$ cat config.mk
export PLATFORM = sky130hd
export DESIGN_NAME = numeric_literal_validator
export DESIGN_NICKNAME = d
export VERILOG_FILES = /design/src/hdl/nlv_pkg.sv /design/src/hdl/nlv_in_stage.sv /design/src/hdl/nlv_grammar.sv /design/src/hdl/numeric_literal_validator.sv
export SDC_FILE = /design/constraint.sdc
export NUM_CORES = 1
export LEC_CHECK = 0
export BUFFER_PORTS_ARGS = -buffer_cell sky130_fd_sc_hd__buf_2
export CAP_MARGIN = 20
export CELL_PAD_IN_SITES_DETAIL_PLACEMENT = 0
export CELL_PAD_IN_SITES_GLOBAL_PLACEMENT = 1
export CORE_ASPECT_RATIO = 1.5
export CORE_UTILIZATION = 38
export CTS_CLUSTER_SIZE = 25
export DETAILED_ROUTE_END_ITERATION = 8
export PLACE_DENSITY_LB_ADDON = 0.1
export SETUP_SLACK_MARGIN = 0.5
export SKIP_CTS_REPAIR_TIMING = 1
export SYNTH_ARGS = -nofsm -noshare
export SYNTH_HDL_FRONTEND = slang
export SYNTH_SLANG_ARGS = --single-unit
$ cat constraint.sdc
create_clock -name aclk -period 2.4 [get_ports aclk]
set_clock_uncertainty 0.2 [all_clocks]
set_input_delay 0.12 -clock aclk [delete_from_list [all_inputs] [get_ports aclk]]
set_output_delay 0.12 -clock aclk [all_outputs]
set_load 0.01 [all_outputs]
$ cat src/hdl/nlv_pkg.sv
// ----------------------------------------------------------------------------
// nlv_pkg
// Shared types and constants for the numeric literal validator.
// ----------------------------------------------------------------------------
package nlv_pkg;

    localparam int unsigned ByteW = 8;
    localparam int unsigned OutTdataW = 8;

    // characters that the grammar treats specially
    localparam logic [ByteW-1:0] CharTerm  = 8'h00;
    localparam logic [ByteW-1:0] CharDot   = 8'h2E;
    localparam logic [ByteW-1:0] CharLowE  = 8'h65;
    localparam logic [ByteW-1:0] CharUpE   = 8'h45;
    localparam logic [ByteW-1:0] CharMinus = 8'h2D;
    localparam logic [ByteW-1:0] CharPlus  = 8'h2B;
    localparam logic [ByteW-1:0] CharZero  = 8'h30;
    localparam logic [ByteW-1:0] CharNine  = 8'h39;

    // position in the literal grammar
    typedef enum logic [3:0] {
        ST_START   = 4'd0,
        ST_SIGN    = 4'd1,
        ST_INTDIG  = 4'd2,
        ST_FRACDIG = 4'd3,
        ST_LEADDOT = 4'd4,
        ST_EXPMARK = 4'd5,
        ST_EXPSIGN = 4'd6,
        ST_EXPDIG  = 4'd7,
        ST_REJECT  = 4'd8
    } gram_state_t;

    // registered input item handed to the recogniser
    typedef struct packed {
        logic             valid;
        logic [ByteW-1:0] text_byte;
    } in_item_t;

    // character class decode
    typedef struct packed {
        logic term;
        logic dig;
        logic sgn;
        logic dot;
        logic exm;
    } char_class_t;

endpackage

$ cat src/hdl/nlv_in_stage.sv
// ----------------------------------------------------------------------------
// nlv_in_stage
// Input register: holds one text byte until the recogniser consumes it.
// ----------------------------------------------------------------------------
module nlv_in_stage
    import nlv_pkg::*;
(
    input  logic             aclk,
    input  logic             aresetn,
    input  logic             s_tvalid,
    output logic             s_tready,
    input  logic [ByteW-1:0] s_tdata,   // [7:0] text_byte
    input  logic             advance,
    output in_item_t         item
);

    logic             valid_reg;
    logic             valid_next;
    logic [ByteW-1:0] byte_reg;
    logic [ByteW-1:0] byte_next;

    // slot is free when empty or being drained this cycle
    assign s_tready = !valid_reg || advance;

    // next item and valid flag
    always_comb begin
        valid_next = valid_reg;
        byte_next  = byte_reg;
        if (s_tready) begin
            valid_next = s_tvalid;
            if (s_tvalid) begin
                byte_next = s_tdata;
            end
        end
    end

    // control register
    always_ff @(posedge aclk) begin
        if (!aresetn) begin
            valid_reg <= 1'b0;
        end else begin
            valid_reg <= valid_next;
        end
    end

    // payload register
    always_ff @(posedge aclk) begin
        byte_reg <= byte_next;
    end

    assign item.valid     = valid_reg;
    assign item.text_byte = byte_reg;

endmodule

$ cat src/hdl/nlv_grammar.sv
// ----------------------------------------------------------------------------
// nlv_grammar
// Grammar state machine and result register for the literal recogniser.
// ----------------------------------------------------------------------------
module nlv_grammar
    import nlv_pkg::*;
(
    input  logic                 aclk,
    input  logic                 aresetn,
    input  in_item_t             item,
    output logic                 advance,
    output logic                 m_tvalid,
    input  logic                 m_tready,
    output logic [OutTdataW-1:0] m_tdata    // [0] is_integer, [1] is_float, [7:2] zero
);

    gram_state_t state_reg;
    gram_state_t state_next;
    char_class_t cls;
    logic        out_valid_reg;
    logic        out_valid_next;
    logic        out_int_reg;
    logic        out_int_next;
    logic        out_float_reg;
    logic        out_float_next;
    logic        flag_int;
    logic        flag_float;

    // character class decode
    always_comb begin
        cls.term = (item.text_byte == CharTerm);
        cls.dig  = (item.text_byte inside {[CharZero:CharNine]});
        cls.sgn  = (item.text_byte inside {CharPlus, CharMinus});
        cls.dot  = (item.text_byte == CharDot);
        cls.exm  = (item.text_byte inside {CharLowE, CharUpE});
    end

    // an ordinary byte always moves on; a terminator needs the result slot
    assign advance = item.valid && (!cls.term || !out_valid_reg || m_tready);

    // next state
    always_comb begin
        state_next = state_reg;
        if (advance) begin
            if (cls.term) begin
                state_next = ST_START;
            end else begin
                case (state_reg)
                    ST_START: begin
                        if (cls.sgn)      state_next = ST_SIGN;
                        else if (cls.dig) state_next = ST_INTDIG;
                        else if (cls.dot) state_next = ST_LEADDOT;
                        else              state_next = ST_REJECT;
                    end
                    ST_SIGN: begin
                        if (cls.dig)      state_next = ST_INTDIG;
                        else if (cls.dot) state_next = ST_LEADDOT;
                        else              state_next = ST_REJECT;
                    end
                    ST_INTDIG: begin
                        if (cls.dig)      state_next = ST_INTDIG;
                        else if (cls.dot) state_next = ST_FRACDIG;
                        else if (cls.exm) state_next = ST_EXPMARK;
                        else              state_next = ST_REJECT;
                    end
                    ST_FRACDIG: begin
                        if (cls.dig)      state_next = ST_FRACDIG;
                        else if (cls.exm) state_next = ST_EXPMARK;
                        else              state_next = ST_REJECT;
                    end
                    ST_LEADDOT: begin
                        if (cls.dig) state_next = ST_FRACDIG;
                        else         state_next = ST_REJECT;
                    end
                    ST_EXPMARK: begin
                        if (cls.sgn)      state_next = ST_EXPSIGN;
                        else if (cls.dig) state_next = ST_EXPDIG;
                        else              state_next = ST_REJECT;
                    end
                    ST_EXPSIGN: begin
                        if (cls.dig) state_next = ST_EXPDIG;
                        else         state_next = ST_REJECT;
                    end
                    ST_EXPDIG: begin
                        if (cls.dig) state_next = ST_EXPDIG;
                        else         state_next = ST_REJECT;
                    end
                    default: begin
                        state_next = ST_REJECT;
                    end
                endcase
            end
        end
    end

    // acceptance flags from the current position
    always_comb begin
        flag_int   = (state_reg == ST_INTDIG);
        flag_float = (state_reg == ST_INTDIG) || (state_reg == ST_FRACDIG) ||
                     (state_reg == ST_EXPDIG);
    end

    // result slot: load on terminator, clear when taken
    always_comb begin
        out_valid_next = out_valid_reg;
        out_int_next   = out_int_reg;
        out_float_next = out_float_reg;
        if (advance && cls.term) begin
            out_valid_next = 1'b1;
            out_int_next   = flag_int;
            out_float_next = flag_float;
        end else if (m_tready) begin
            out_valid_next = 1'b0;
        end
    end

    // control registers
    always_ff @(posedge aclk) begin
        if (!aresetn) begin
            state_reg     <= ST_START;
            out_valid_reg <= 1'b0;
        end else begin
            state_reg     <= state_next;
            out_valid_reg <= out_valid_next;
        end
    end

    // result payload
    always_ff @(posedge aclk) begin
        out_int_reg   <= out_int_next;
        out_float_reg <= out_float_next;
    end

    assign m_tvalid = out_valid_reg;
    assign m_tdata  = {{(OutTdataW-2){1'b0}}, out_float_reg, out_int_reg};

endmodule

$ cat src/hdl/numeric_literal_validator.sv
// ----------------------------------------------------------------------------
// numeric_literal_validator
// Checks a zero-terminated text stream for integer and float literal syntax.
// ----------------------------------------------------------------------------
//  channel   | direction | tdata (low bit first)             | items
//  s_        | in        | [7:0] text_byte                   | one per character
//  m_        | out       | [0] is_integer, [1] is_float      | one per terminator
//
//  One item per cycle is taken unless a stalled result holds a terminator;
//  each byte is registered in the input register before the grammar state
//  machine consumes it. A result is loaded into the result register as its
//  terminator is consumed from the input register.
//  Reset (aresetn low, synchronous) empties both registers and returns the
//  grammar to the start of string.
//  A stalled result blocks only a terminator in the input register; the
//  bytes behind that terminator wait with it.
// ----------------------------------------------------------------------------
module numeric_literal_validator
    import nlv_pkg::*;
(
    input  logic                 aclk,
    input  logic                 aresetn,
    input  logic                 s_tvalid,
    output logic                 s_tready,
    input  logic [ByteW-1:0]     s_tdata,   // [7:0] text_byte
    output logic                 m_tvalid,
    input  logic                 m_tready,
    output logic [OutTdataW-1:0] m_tdata    // [0] is_integer, [1] is_float, [7:2] zero
);

    in_item_t item;
    logic     advance;

    // input register
    nlv_in_stage u_in_stage (
        .aclk     (aclk),
        .aresetn  (aresetn),
        .s_tvalid (s_tvalid),
        .s_tready (s_tready),
        .s_tdata  (s_tdata),
        .advance  (advance),
        .item     (item)
    );

    // grammar tracking and result register
    nlv_grammar u_grammar (
        .aclk     (aclk),
        .aresetn  (aresetn),
        .item     (item),
        .advance  (advance),
        .m_tvalid (m_tvalid),
        .m_tready (m_tready),
        .m_tdata  (m_tdata)
    );

endmodule
Word-level counts from Yosys, hierarchy flattened
Cells that the tools add are included.

Magnitude comparators: 2. Equal/unequal tests: 12. Muxes and demuxes: 14. Reductions and logical operators: 18.

Operator list (count): $mux W4 (11); $pmux W4 S7 (1); $eq A8 B6 Y1 const B (3); $eq A4 B3 Y1 const B (4); $eq A8 B7 Y1 const B (2); $eq A4 B2 Y1 const B (2); $ge A8 B6 Y1 const B (1); $le A8 B6 Y1 const B (1); $logic_not A8 Y1 (1); $reduce_bool A2 Y1 (3); $logic_or A1 B1 Y1 (5); $eq A4 B1 Y1 const B (1); $logic_not A4 Y1 (1); $logic_and A1 B1 Y1 (3); $logic_not A1 Y1 (3); $mux W1 (2); $reduce_and A2 Y1 (1); $reduce_or A2 Y1 (1).

Bits in registers: 16. Input bits: 12. Output and inout port bits: 10. Word-level logic and storage cells: 52.

Depth between registers and ports, before layout
Depth in word-level cells: 7. Depth in mapped cells: 6. Mapped depth without buffers: 5.

Hierarchy
Synthesis repeated with hierarchy kept, for this count alone.

Cell total of the unflattened synthesis: 86. Area, all modules: 929.6 µm².

By module, submodules not included: nlv_grammar (times used 1, cells each 72, area an instance 624.3 µm², seq. area each 160.2 µm²); nlv_in_stage (times used 1, cells each 14, area an instance 305.3 µm², seq. area each 260.2 µm²).

Worst setup path before layout
OpenSTA, ideal clock, no wires.

Path kind: reg-to-reg. From: register u_in_stage.byte_reg[1]. To: register u_in_stage.byte_reg[0] (enable). Library setup time: 0.277 ns. Arrival time: 1.792 ns. Data required time: 1.923 ns. Setup slack: 0.131 ns. Stages on the path, launching flop included: 6. Path buffers: 0. Clock period less this slack: 2.269 ns. Cells stage by stage: edfxtp_1 -> or4_1 -> nor2_1 -> nand2_1 -> or2_2 -> and2_1.

Cells in the longest elaborated chain, start to end: 7.

Ends and longest elaborated chain: start: declaration (line nlv_in_stage.sv:19) `logic [ByteW-1:0] byte_reg;`; start signal: assignment (line nlv_in_stage.sv:48) `byte_reg <= byte_next;`; $logic_not A8 Y1 (line nlv_grammar.sv:31) `cls.term = (item.text_byte == CharTerm);`; $logic_not A1 Y1 (line nlv_grammar.sv:39) `assign advance = item.valid && (!cls.term || !out_valid_reg || m_tready);`; $logic_or A1 B1 Y1 (2 in series) (line nlv_grammar.sv:39); $logic_and A1 B1 Y1 (line nlv_grammar.sv:39); $logic_or A1 B1 Y1 (line nlv_in_stage.sv:23) `assign s_tready = !valid_reg || advance;`; named net s_tready (line numeric_literal_validator.sv:24) `output logic s_tready,`; $reduce_and A2 Y1 (no source line).

The timed path passes the listed nets, and every way through them passes these cells. A chain may end at the register's enable or synchronous reset.

Worst setup path after layout
From: register u_in_stage.byte_reg[7]. To: register u_grammar.state_reg[0].

Cells in the longest elaborated chain, start to end: 7. Elaborated cells between the ends (all ways): 26. Classes of those cells: order compare: 2; eq/ne: 5; mux: 11; reduce/logical: 8.

Ends and longest elaborated chain: parallel branches: the longest is 7 deep, another holds $ge A8 B6 Y1; end signal: assignment (line nlv_grammar.sv:123) `state_reg <= state_next;`; end: declaration (line nlv_grammar.sv:17) `gram_state_t state_reg;`.

Several ways; the timed one is not identified.

==> reports/metrics.cfg <==
[timing]
layout_min_cycle_time_ns=2.30
drv_slew=0
setup_viol=0
fmax_mhz=436
min_period_over_period=0.957
hold_viol=0
rsz0062_at_grt=true
setup_tns_ns=0

[synth]
async_flop_share=0
yosysSeqAreaShare=0.492
synth_largest_area_cell=edfxtp_1
synth_area_leaders=edfxtp_1 35%, dfxtp_1 14%, buf_4 7.0%
syn_area_per_cell_um2=9.94
post_synth_inst_count=86
ys_ff_latch=16
synthFlopType=edfxtp_1
synth_common_cells=10 x edfxtp_1, 8 x buf_4, 6 x a21oi_1, 6 x dfxtp_1
synth.most_common_cell=edfxtp_1
synth_cell_types=33
synth_warnings=0
synth_top_area_share=0.351
syn_area_um2=855
synth_edf_count=10

[global_route]
use_met2=0.268
grtUsageMet1=0.154
track_usage=0.157
grt-busiest-layer=met2
grt_pass1_vias=597
antenna_found_initial=0
gr-total-overflow=0
grt_max_degree=12
grtUsageMet3=0.0335
grt_pass1_wl_mm=2.48

[route]
num_vias=759
drt_wl_total_mm=1.92
wl_per_cell_um=13.9
route.detailed.drc=0
dr.pass1.iters=4
ant_nets=0
drt_iter0_drc=22
vias_per_cell=5.50

[hold_path]
worstHoldPathType=input pin to register

[clocking]
path_clk_slew_ns=0.10
htreeDepth=1
insertion_delay_ns=0.30
tritoncts=done
cts.path.max_buffers=2
numCtsBuffers=3
clock_sinks=16
cts_root_buf=clkbuf_4

[setup_path]
arrival_ns=2.31
required_ns=2.42
critPathCaptureType=register
criticalPathCategory=register to register
cp_max_fo=3
start_kind=register

[power]
cellPowerDensity_nw_per_um2=507
irDropWorstVdd_v=0.000424
power_frac_comb=0.123
finalPower_w=0.000583
p_leak_nw=0.439
switching_share=0.246
pwr-share-clk=0.323
power.internal_w=0.000439
p_sw_w=0.000144
pwr-share-seq=0.554

[placement]
gp_congestion=0.840
portBuffers=15
dp_cells=118
hpwl_mm=1.25
placed_cell_area_um2=921

[finish]
drive_gt1_frac=0.319
design_area_um2=1150
fin_cells=138
syn2layout_area_growth_pct=34.6
n_antenna_cell=0
largest_register_ffs=8
nFillCells=184
nets=129

[run]
cap_violations=0

[floorplan]
start_util=0.411
io_pins=22
dieArea_um2=2450
coreArea_um2=2080
die_h_um=60.1
row_count=20
die_w_um=40.7

[status]
status=finished, final reports clean

==> layout by cell type (no fill, tap or decap), types with 4 or more instances in the layout <==
| cell type | n |
|---|---|
| a21oi_1 | 5 |
| buf_2 | 15 |
| buf_4 | 5 |
| conb_1 | 6 |
| dfxtp_1 | 6 |
| dlygate4sd3_1 | 10 |
| edfxtp_1 | 10 |
| inv_1 | 5 |
| nor3_1 | 4 |
| o21ai_0 | 4 |
==> worst max-delay path: stages, from the launching register on <==
cell and delay (ns):
edfxtp_1 0.43, or4_4 0.57, or2_4 0.26, o21a_1 0.18, or3b_1 0.34, a311oi_1 0.24
==> metrics by stage <==
stage | util | hold slack (ns) | setup WS [ns]
after global routing | 0.554 | 0.0763 | 0.0193
after detailed placement | 0.443 | 0.0987 | 0.130
after floorplan | - | 0.0189 | 0.202
after global placement | 0.443 | 0.0964 | 0.170
final | 0.554 | 0.0626 | 0.104
after CTS | 0.461 | -0.220 | 0.0410
==> final cells by class <==
| cell class | count | area [um^2] | share of cell area |
|---|---|---|---|
| inverters | 5 | 18.8 | 0.0163 |
| flip-flops and latches | 16 | 420 | 0.366 |
| repair buffers | 32 | 235 | 0.205 |
| well taps | 22 | 27.5 | 0.0239 |
| clock buffers | 4 | 36.3 | 0.0316 |
| multi-input cells | 59 | 412 | 0.358 |
==> final timing paths <==
path                                          to                                 from  depth (start not counted)  slack, ns
max          u_grammar.state_reg[0]$_SDFFE_PN0P_     u_in_stage.byte_reg[7]$_DFFE_PP_                          5       0.10
max reg2reg  u_grammar.state_reg[0]$_SDFFE_PN0P_     u_in_stage.byte_reg[7]$_DFFE_PP_                          5       0.10
min reg2reg  u_grammar.state_reg[2]$_SDFFE_PN0P_  u_grammar.state_reg[2]$_SDFFE_PN0P_                          2       0.39
min              u_grammar.m_tvalid$_SDFFE_PN0P_                             m_tready                          3       0.06
==> cells by family after synthesis <==
family | share of synthesized area
flops | 0.492
other cells | 0.00439
buf+inv | 0.105
compound gates | 0.187
simple gates | 0.201
xor+xnor | 0.0103
==> power groups by stage <==
stage,logic (W),registers [W],clock network [W]
floorplan,0.0000388,0.000323,0
global placement,0.0000467,0.000326,0
detailed placement,0.0000467,0.000327,0
CTS,0.0000469,0.000321,0.000193
global route,0.0000790,0.000325,0.000200
finish,0.0000717,0.000323,0.000188
==> per-layer routing <==
metal / routed length (um) / vias to the layer above
met4: 51 / 0
met3: 62 / 6
met1: 707 / 361
met2: 1100 / 22
li1: - / 370
met5: 0 / -
No activity file was read; power rests on OpenSTA's default activity.
